$ cat src/rtl/sal_pkg.sv
// ----------------------------------------------------------------------------
// sal_pkg
// Shared types and constants for the static array list engine.
// ----------------------------------------------------------------------------
package sal_pkg;

	localparam int CAPACITY_DEF = 16;
	localparam int MAX_RESULTS = 16;
	localparam logic [9:0] GRADE_MAX = 10'd1000;
	localparam logic [4:0] LIMIT_RESET = 5'd16;

	localparam logic [2:0] K_APPEND = 3'd0;
	localparam logic [2:0] K_FIND = 3'd1;
	localparam logic [2:0] K_READ = 3'd2;
	localparam logic [2:0] K_DELETE = 3'd3;
	localparam logic [2:0] K_INSERT = 3'd4;
	localparam logic [2:0] K_SORT = 3'd5;

	localparam logic [1:0] ST_OK = 2'd0;
	localparam logic [1:0] ST_EMPTY = 2'd1;
	localparam logic [1:0] ST_FULL = 2'd2;
	localparam logic [1:0] ST_MISS = 2'd3;

	typedef enum logic [2:0] {
		DOP_NONE,
		DOP_WRITE_IN,
		DOP_COPY,
		DOP_SWAP
	} dop_t;

	typedef struct packed {
		dop_t op;
		logic [7:0] addr_a;
		logic [7:0] addr_b;
	} dp_cmd_t;

endpackage

$ cat src/rtl/sal_datapath.sv
// ----------------------------------------------------------------------------
// sal_datapath
// Entry storage with two registered read ports, one copy or swap per cycle.
// ----------------------------------------------------------------------------
module sal_datapath #(
	parameter int CAPACITY = sal_pkg::CAPACITY_DEF,
	parameter int AW = (CAPACITY > 1) ? $clog2(CAPACITY) : 1
) (
	input  logic            clk,
	input  sal_pkg::dp_cmd_t cmd,
	input  logic [AW-1:0]   rd_a,
	input  logic [AW-1:0]   rd_b,
	input  logic [31:0]     in_key,
	input  logic [9:0]      in_grade,
	output logic [31:0]     key_a,
	output logic [9:0]      grade_a,
	output logic [31:0]     key_b,
	output logic [9:0]      grade_b
);
	import sal_pkg::*;

	logic [31:0] key_mem [CAPACITY];
	logic [9:0]  grade_mem [CAPACITY];
	logic [AW-1:0] wa, wb;

	assign wa = cmd.addr_a[AW-1:0];
	assign wb = cmd.addr_b[AW-1:0];

	always_ff @(posedge clk) begin
		case (cmd.op)
			DOP_WRITE_IN: begin
				key_mem[wa] <= in_key;
				grade_mem[wa] <= in_grade;
			end
			DOP_COPY: begin
				key_mem[wa] <= key_b;
				grade_mem[wa] <= grade_b;
			end
			DOP_SWAP: begin
				key_mem[wa] <= key_b;
				grade_mem[wa] <= grade_b;
				key_mem[wb] <= key_a;
				grade_mem[wb] <= grade_a;
			end
			default: begin
			end
		endcase
		key_a <= key_mem[rd_a];
		grade_a <= grade_mem[rd_a];
		key_b <= key_mem[rd_b];
		grade_b <= grade_mem[rd_b];
	end

endmodule

$ cat src/rtl/sal_control.sv
// ----------------------------------------------------------------------------
// sal_control
// Operation sequencer: decodes a command, walks the store, emits results.
// ----------------------------------------------------------------------------
module sal_control #(
	parameter int CAPACITY = sal_pkg::CAPACITY_DEF,
	parameter int AW = (CAPACITY > 1) ? $clog2(CAPACITY) : 1,
	parameter int CW = $clog2(CAPACITY + 1)
) (
	input  logic             clk,
	input  logic             arst_n,
	input  logic             start,
	output logic             busy,
	input  logic [2:0]       kind,
	input  logic [31:0]      key,
	input  logic [9:0]       grade,
	input  logic [3:0]       position,
	input  logic [4:0]       limit,
	output sal_pkg::dp_cmd_t cmd,
	output logic [AW-1:0]    rd_a,
	output logic [AW-1:0]    rd_b,
	output logic [31:0]      in_key,
	output logic [9:0]       in_grade,
	input  logic [31:0]      key_a,
	input  logic [9:0]       grade_a,
	input  logic [31:0]      key_b,
	input  logic [9:0]       grade_b,
	output logic             result_valid,
	output logic [1:0]       status,
	output logic [3:0]       entry_index,
	output logic [31:0]      entry_key,
	output logic [9:0]       entry_grade,
	output logic             last
);
	import sal_pkg::*;

	typedef enum logic [3:0] {
		S_IDLE, S_DECODE, S_FIND, S_READ, S_DEL, S_INS,
		S_SORT_RD, S_SORT_CMP, S_EMIT_RD, S_EMIT
	} state_t;

	localparam logic [CW-1:0] CAP_C = CW'(CAPACITY);
	localparam logic [CW-1:0] NMAX = (CAPACITY > MAX_RESULTS) ? CW'(MAX_RESULTS) : CAP_C;

	state_t state_q;
	logic [2:0] kind_q;
	logic [3:0] pos_q;
	logic [CW-1:0] count_q, i_q, j_q, n_q;
	logic [CW-1:0] lim_w, pos_w;
	logic pos_oob;
	logic wait_q;

	assign busy = (state_q != S_IDLE);
	assign lim_w = (32'(limit) > 32'(CAPACITY)) ? CAP_C : CW'(limit);
	assign pos_w = CW'(pos_q);
	assign pos_oob = (32'(pos_q) >= 32'(count_q));

	always_comb begin
		rd_a = i_q[AW-1:0];
		rd_b = j_q[AW-1:0];
	end

	always_ff @(posedge clk or negedge arst_n) begin
		if (!arst_n) begin
			state_q <= S_IDLE;
			count_q <= '0;
			result_valid <= 1'b0;
			cmd <= '{DOP_NONE, 8'd0, 8'd0};
			wait_q <= 1'b0;
			kind_q <= '0;
			pos_q <= '0;
			i_q <= '0;
			j_q <= '0;
			n_q <= '0;
			in_key <= '0;
			in_grade <= '0;
			status <= '0;
			entry_index <= '0;
			entry_key <= '0;
			entry_grade <= '0;
			last <= 1'b0;
		end else begin
			result_valid <= 1'b0;
			cmd.op <= DOP_NONE;
			case (state_q)
				S_IDLE: begin
					if (start) begin
						kind_q <= kind;
						pos_q <= position;
						in_key <= key;
						in_grade <= (grade > GRADE_MAX) ? GRADE_MAX : grade;
						state_q <= S_DECODE;
					end
				end
				S_DECODE: begin
					status <= ST_OK;
					entry_index <= '0;
					entry_key <= '0;
					entry_grade <= '0;
					last <= 1'b1;
					wait_q <= 1'b1;
					i_q <= '0;
					j_q <= '0;
					state_q <= S_IDLE;
					if (kind_q == K_APPEND) begin
						if (count_q >= lim_w || limit == 5'd0) begin
							status <= ST_FULL;
						end else begin
							cmd <= '{DOP_WRITE_IN, 8'(count_q), 8'd0};
							entry_index <= count_q[3:0];
							entry_key <= in_key;
							entry_grade <= in_grade;
							count_q <= count_q + 1'b1;
						end
						result_valid <= 1'b1;
					end else if (kind_q > K_SORT) begin
						status <= ST_MISS;
						result_valid <= 1'b1;
					end else if (count_q == '0) begin
						status <= ST_EMPTY;
						result_valid <= 1'b1;
					end else if (kind_q == K_FIND) begin
						state_q <= S_FIND;
					end else if (kind_q == K_SORT) begin
						j_q <= '0;
						state_q <= S_SORT_RD;
					end else if (kind_q == K_INSERT && count_q == CAP_C) begin
						status <= ST_FULL;
						result_valid <= 1'b1;
					end else if (pos_oob) begin
						status <= ST_MISS;
						result_valid <= 1'b1;
					end else if (kind_q == K_INSERT) begin
						i_q <= count_q;
						j_q <= count_q - 1'b1;
						state_q <= S_INS;
					end else begin
						i_q <= pos_w;
						j_q <= pos_w + 1'b1;
						state_q <= S_READ;
					end
				end
				S_FIND: begin
					if (wait_q) begin
						wait_q <= 1'b0;
						i_q <= i_q + 1'b1;
					end else if (key_a == in_key) begin
						status <= ST_OK;
						entry_index <= 4'(i_q - 1'b1);
						entry_key <= key_a;
						entry_grade <= grade_a;
						result_valid <= 1'b1;
						state_q <= S_IDLE;
					end else if (i_q == count_q) begin
						status <= ST_MISS;
						result_valid <= 1'b1;
						state_q <= S_IDLE;
					end else begin
						i_q <= i_q + 1'b1;
					end
				end
				S_READ: begin
					if (wait_q) begin
						wait_q <= 1'b0;
					end else begin
						entry_index <= pos_q;
						entry_key <= key_a;
						entry_grade <= grade_a;
						result_valid <= 1'b1;
						if (kind_q == K_DELETE) begin
							state_q <= S_DEL;
							wait_q <= 1'b1;
						end else begin
							state_q <= S_IDLE;
						end
					end
				end
				S_DEL: begin
					// Copy store[j] down to store[i]; the read port is registered, so read data lags the address.
					if (j_q >= count_q) begin
						count_q <= count_q - 1'b1;
						state_q <= S_IDLE;
					end else if (wait_q) begin
						wait_q <= 1'b0;
					end else begin
						cmd <= '{DOP_COPY, 8'(i_q), 8'd0};
						i_q <= i_q + 1'b1;
						j_q <= j_q + 1'b1;
						wait_q <= 1'b1;
					end
				end
				S_INS: begin
					if (i_q == pos_w + 1'b1) begin
						cmd <= '{DOP_WRITE_IN, 8'(i_q), 8'd0};
						count_q <= count_q + 1'b1;
						entry_index <= 4'(i_q);
						entry_key <= in_key;
						entry_grade <= in_grade;
						result_valid <= 1'b1;
						state_q <= S_IDLE;
					end else if (wait_q) begin
						wait_q <= 1'b0;
					end else begin
						cmd <= '{DOP_COPY, 8'(i_q), 8'd0};
						i_q <= i_q - 1'b1;
						j_q <= j_q - 1'b1;
						wait_q <= 1'b1;
					end
				end
				S_SORT_RD: begin
					if (j_q >= count_q) begin
						if (i_q + 1'b1 >= count_q) begin
							i_q <= '0;
							n_q <= (count_q > NMAX) ? NMAX : count_q;
							wait_q <= 1'b1;
							state_q <= S_EMIT;
						end else begin
							i_q <= i_q + 1'b1;
							j_q <= i_q + 1'b1;
						end
					end else begin
						state_q <= S_SORT_CMP;
						wait_q <= 1'b1;
					end
				end
				S_SORT_CMP: begin
					if (wait_q) begin
						wait_q <= 1'b0;
					end else begin
						if ($signed(key_a) < $signed(key_b)) begin
							cmd <= '{DOP_SWAP, 8'(i_q), 8'(j_q)};
						end
						j_q <= j_q + 1'b1;
						state_q <= S_EMIT_RD;
					end
				end
				S_EMIT_RD: begin
					// Lets the swap write land before the next read.
					state_q <= S_SORT_RD;
				end
				S_EMIT: begin
					if (wait_q) begin
						wait_q <= 1'b0;
					end else begin
						status <= ST_OK;
						entry_index <= i_q[3:0];
						entry_key <= key_a;
						entry_grade <= grade_a;
						last <= (i_q + 1'b1 == n_q);
						result_valid <= 1'b1;
						i_q <= i_q + 1'b1;
						wait_q <= 1'b1;
						if (i_q + 1'b1 == n_q) begin
							state_q <= S_IDLE;
						end
					end
				end
				default: state_q <= S_IDLE;
			endcase
		end
	end

endmodule

$ cat src/rtl/static_array_list_engine.sv
// Append results and errors found at decode come straight from the decode state;
// read, find, insert and sort walk the store first, and delete stays busy after
// its result while it closes the gap. One command is in flight at a time, and the
// walk over the entries sets the rate. The receiver cannot stall results.
// Reset clears the entry count and sets the append limit to 16; entries undefined.
// ----------------------------------------------------------------------------
// static_array_list_engine
// Fixed-capacity ordered list with append, find, read, delete, insert, sort.
// ----------------------------------------------------------------------------
module static_array_list_engine #(
	parameter int CAPACITY = sal_pkg::CAPACITY_DEF
) (
	input  logic        clk,
	input  logic        arst_n,
	input  logic        start,
	output logic        busy,
	input  logic [2:0]  kind,
	input  logic signed [31:0] key,
	input  logic [9:0]  grade,
	input  logic [3:0]  position,
	input  logic        cfg_valid,
	output logic        cfg_ready,
	input  logic [4:0]  cfg_data,
	output logic        result_valid,
	output logic [1:0]  status,
	output logic [3:0]  entry_index,
	output logic signed [31:0] entry_key,
	output logic [9:0]  entry_grade,
	output logic        last
);
	import sal_pkg::*;

	localparam int AW = (CAPACITY > 1) ? $clog2(CAPACITY) : 1;

	logic [4:0] limit_q;
	dp_cmd_t cmd;
	logic [AW-1:0] rd_a, rd_b;
	logic [31:0] in_key, key_a, key_b, ekey;
	logic [9:0] in_grade, grade_a, grade_b;

	assign cfg_ready = 1'b1;
	assign entry_key = $signed(ekey);

	always_ff @(posedge clk or negedge arst_n) begin
		if (!arst_n) begin
			limit_q <= LIMIT_RESET;
		end else if (cfg_valid) begin
			limit_q <= cfg_data;
		end
	end

	sal_control #(.CAPACITY(CAPACITY)) u_ctrl (
		.clk(clk), .arst_n(arst_n), .start(start), .busy(busy),
		.kind(kind), .key(key), .grade(grade), .position(position),
		.limit(limit_q), .cmd(cmd), .rd_a(rd_a), .rd_b(rd_b),
		.in_key(in_key), .in_grade(in_grade),
		.key_a(key_a), .grade_a(grade_a), .key_b(key_b), .grade_b(grade_b),
		.result_valid(result_valid), .status(status), .entry_index(entry_index),
		.entry_key(ekey), .entry_grade(entry_grade), .last(last)
	);

	sal_datapath #(.CAPACITY(CAPACITY)) u_dp (
		.clk(clk), .cmd(cmd), .rd_a(rd_a), .rd_b(rd_b),
		.in_key(in_key), .in_grade(in_grade),
		.key_a(key_a), .grade_a(grade_a), .key_b(key_b), .grade_b(grade_b)
	);

endmodule

$ cat config.mk
export PLATFORM = sky130hd
export DESIGN_NAME = static_array_list_engine
export DESIGN_NICKNAME = d
export VERILOG_FILES = /design/src/rtl/sal_pkg.sv /design/src/rtl/sal_datapath.sv /design/src/rtl/sal_control.sv /design/src/rtl/static_array_list_engine.sv
export SDC_FILE = /design/constraint.sdc
export NUM_CORES = 2
export LEC_CHECK = 0
export ABC_AREA = 1
export CAP_MARGIN = 20
export CORE_UTILIZATION = 30
export CTS_CLUSTER_DIAMETER = 150
export CTS_CLUSTER_SIZE = 25
export DETAILED_ROUTE_END_ITERATION = 16
export DONT_BUFFER_PORTS = 1
export SETUP_SLACK_MARGIN = 0.3
export SLEW_MARGIN = 20
export SYNTH_ARGS = -nofsm -noshare
export SYNTH_HDL_FRONTEND = slang
export SYNTH_HIERARCHICAL = 1
export SYNTH_SLANG_ARGS = --single-unit
$ cat constraint.sdc
create_clock -name clk -period 6.8 [get_ports clk]
set_clock_uncertainty 0.1 [all_clocks]
set_input_delay 0.68 -clock clk [delete_from_list [all_inputs] [get_ports clk]]
set_output_delay 0.68 -clock clk [all_outputs]
set_load 0.1 [all_outputs]
==> results.md <==
- Congestion Overflow GR: 0
- Hold WC Path Type: primary input to register
- Vias in the first global route: 47971
- Critical Path Start Type: register
- Nets: a little over 7000
- Placed Area: 0.0554 mm2
- Core area: 0.179 mm2
- H-tree depth: 2
- Num rows: 155
- # setup viols final: 0
- Initial DRC Count: 6614
- Slew margin rel.: 21.6%
- Avg Inst Size Synth: 7.26 um2
- Crit path required time: just over 7 ns
- Max Slew Vio Count: 0
- Critical path peak fanout: 49
- DR pass1 iterations: 6
- Ant. Diodes: 0
- Post-Syn Instances: 7442
- Area delta synth->final: 5.24%
- Shortest period the worst path allows: 3.98 ns
- Via count: 50953
- Post-route ant nets: 0
- Fin util: between 30% and 40%
- Worst vdd ir: 264 uV
- Detailed Place HPWL: 124000 um
- Clock transition at path regs: 0.11 ns
- Port bufs: 0
- Mapped Nets: 7560
- Largest net degree at the start of global routing: 154
- Fin. Hold Viols: 0
- TritonCTS buffer count: 41
- Dpl ws: 2.91 ns
- Cell Area, Synth: 0.0540 mm2
- Worst Tran Pin Value: 1.17 ns
- Root buf cell: clkbuf_16
- Tot GR Track Use: 22.1%
- DR DRC count: 0
- Status: finished clean
- I/O pin count: 110
- Crit end category: register
- Drt total wl: around 210000 um
- Max Cap Viol: 0
- Filler cells: roughly 19000
- RSZ-0062 raised after global routing: false
- Cells after DPL: 9300
- Critical Setup Path Class: register to register
- Hold Slack: 0.0308 ns
- Die W: 426 um
- Final WS setup: 2.82 ns
- Global-route wire length before repair: 307000 um
- Setup TNS: 0 ns
- Die height: about 430 um
- Sink Count: between 800 and 900
- Routability cong.: 0.945
- Final Cell Area: 0.0569 mm2
- Initial antenna violation count: 3
- Critical path arrival: 4.42 ns
- Clock latency on the worst-skew pair: between 0.6 and 0.7 ns
- Clk buf depth: 3
- Non-Filler Instances: 9391
- YS warnings: 6
- Cts repair resizes: 0
- Cell Pwr Density: 395 mW/mm2
- Final Power: roughly 22 mW
- Fraction of layout cells with a size suffix above 1: 2.71%
- FF+latch area: 0.0254 mm2
- Static leakage: between 20 and 30 nW
- DR vias/cell: between 5 and 6
- Period utilization: around three fifths
- F_max: 0.252 GHz
- Initial Util: 30.3%
- CTS tree: done
- Multi-input logic area: 0.0231 mm2
- WL per Instance: 22.1 um
- Full die area: 0.182 mm2
==> per-layer routing <==
layer,track usage [%],part of all wire (%),vias to the layer above
li1,-,-,23223
met1,28.7,39,24105
met2,34.7,44,3028
met3,3.30,10,591
met4,13.5,6.7,6
met5,0,0.014,-
==> area by class of cell <==
| class | instances | area share [%] |
|---|---|---|
| Sequential cell | 895 | 44.6 |
| Multi-Input combinational cell | 5064 | 40.6 |
| Inverter | 915 | 6.09 |
| Tap cell | 2355 | 5.18 |
| Clock buffer | 73 | 2.05 |
| Timing Repair Buffer | 87 | 1.46 |
| Clock inverter | 2 | 0.0396 |
==> cells in the final DEF (no fill, tap or decap), types with 4 or more instances in the layout <==
cell	instances
nand2_1	2557
nand3_1	1280
inv_1	900
edfxtp_1	672
o21ai_0	456
o21ai_1	305
a21oi_1	157
dfrtp_1	129
nor2_1	84
dfxtp_1	84
buf_4	63
ha_1	59
clkbuf_16	42
nand4_1	36
clkbuf_1	31
o21ai_4	16
xor2_1	14
o22ai_1	13
dlygate4sd3_1	12
nand2_4	10
xnor2_1	9
a31oi_1	9
inv_2	8
dfrtp_4	8
nor3_1	6
or2_2	6
o221ai_1	5
buf_16	4
nor2_2	4
nand2_2	4
buf_6	4
buf_12	4
==> worst max-delay path: stages, from the launching register on <==
cell      delay (ns)
dfrtp_4         0.91
clkinv_1        0.44
ha_1            0.49
ha_1            0.21
nand2_1         0.07
inv_1           0.05
o21ai_0         0.14
nand3_1         0.09
a21oi_1         0.37
inv_1           0.17
nand2_1         0.09
nand3_1         0.07
nor2_1          0.30
inv_1           0.15
nand2_1         0.08
o21ai_0         0.10
==> flip-flops by register name, indices dropped and copies added, names as in the netlist, 2 cells and up <==
name                count
u_dp/key_b             32
u_ctrl/i_q              5
u_ctrl/state_q          4
limit_q                 5
u_ctrl/in_key          32
u_ctrl/in_grade        10
u_ctrl/kind_q           3
u_dp/key_mem          512
u_dp/grade_b           10
u_ctrl/j_q              5
u_dp/grade_mem        160
u_ctrl/status           2
u_ctrl/entry_index      4
u_ctrl/entry_grade     10
u_ctrl/n_q              5
u_ctrl/entry_key       32
u_ctrl/pos_q            4
u_ctrl/count_q          5
u_dp/key_a             32
u_dp/grade_a           10
u_ctrl/cmd             10
==> path summary, 6_finish.rpt <==
check / start / endpoint / slack (ns) / depth (start not counted)
setup reg to reg: u_ctrl/i_q[0]$_DFFE_PN0P_ / u_ctrl/j_q[2]$_DFFE_PN0P_ / 2.82 / 15
hold reg to reg: limit_q[4]$_DFFE_PN1P_ / limit_q[4]$_DFFE_PN1P_ / 0.39 / 2
setup / recovery: u_ctrl/i_q[0]$_DFFE_PN0P_ / u_ctrl/j_q[2]$_DFFE_PN0P_ / 2.82 / 15
max in group asynchronous: arst_n / u_ctrl/j_q[1]$_DFFE_PN0P_ / 5.31 / 2
min in group asynchronous: arst_n / u_ctrl/entry_key[11]$_DFFE_PN0P_ / 0.48 / 2
hold / removal: key[17] / u_ctrl/in_key[17]$_DFFE_PN0P_ / 0.03 / 2
==> repair_timing <==
action | CTS | global route
hold endpoints to repair | 149 | 0
hold buffers | 13 | 0
buffers inserted | 0 | 0
==> power breakdown <==
group	total (mW)	switching, mW	leakage [nW]	internal [mW]
clock	3.07	1.88	0.566	1.19
combinational	10.2	7.40	16.4	2.78
sequential	9.21	2.07	8.52	7.14
total	22.5	11.4	25.5	11.1
Power figures use the tool's default switching activity.
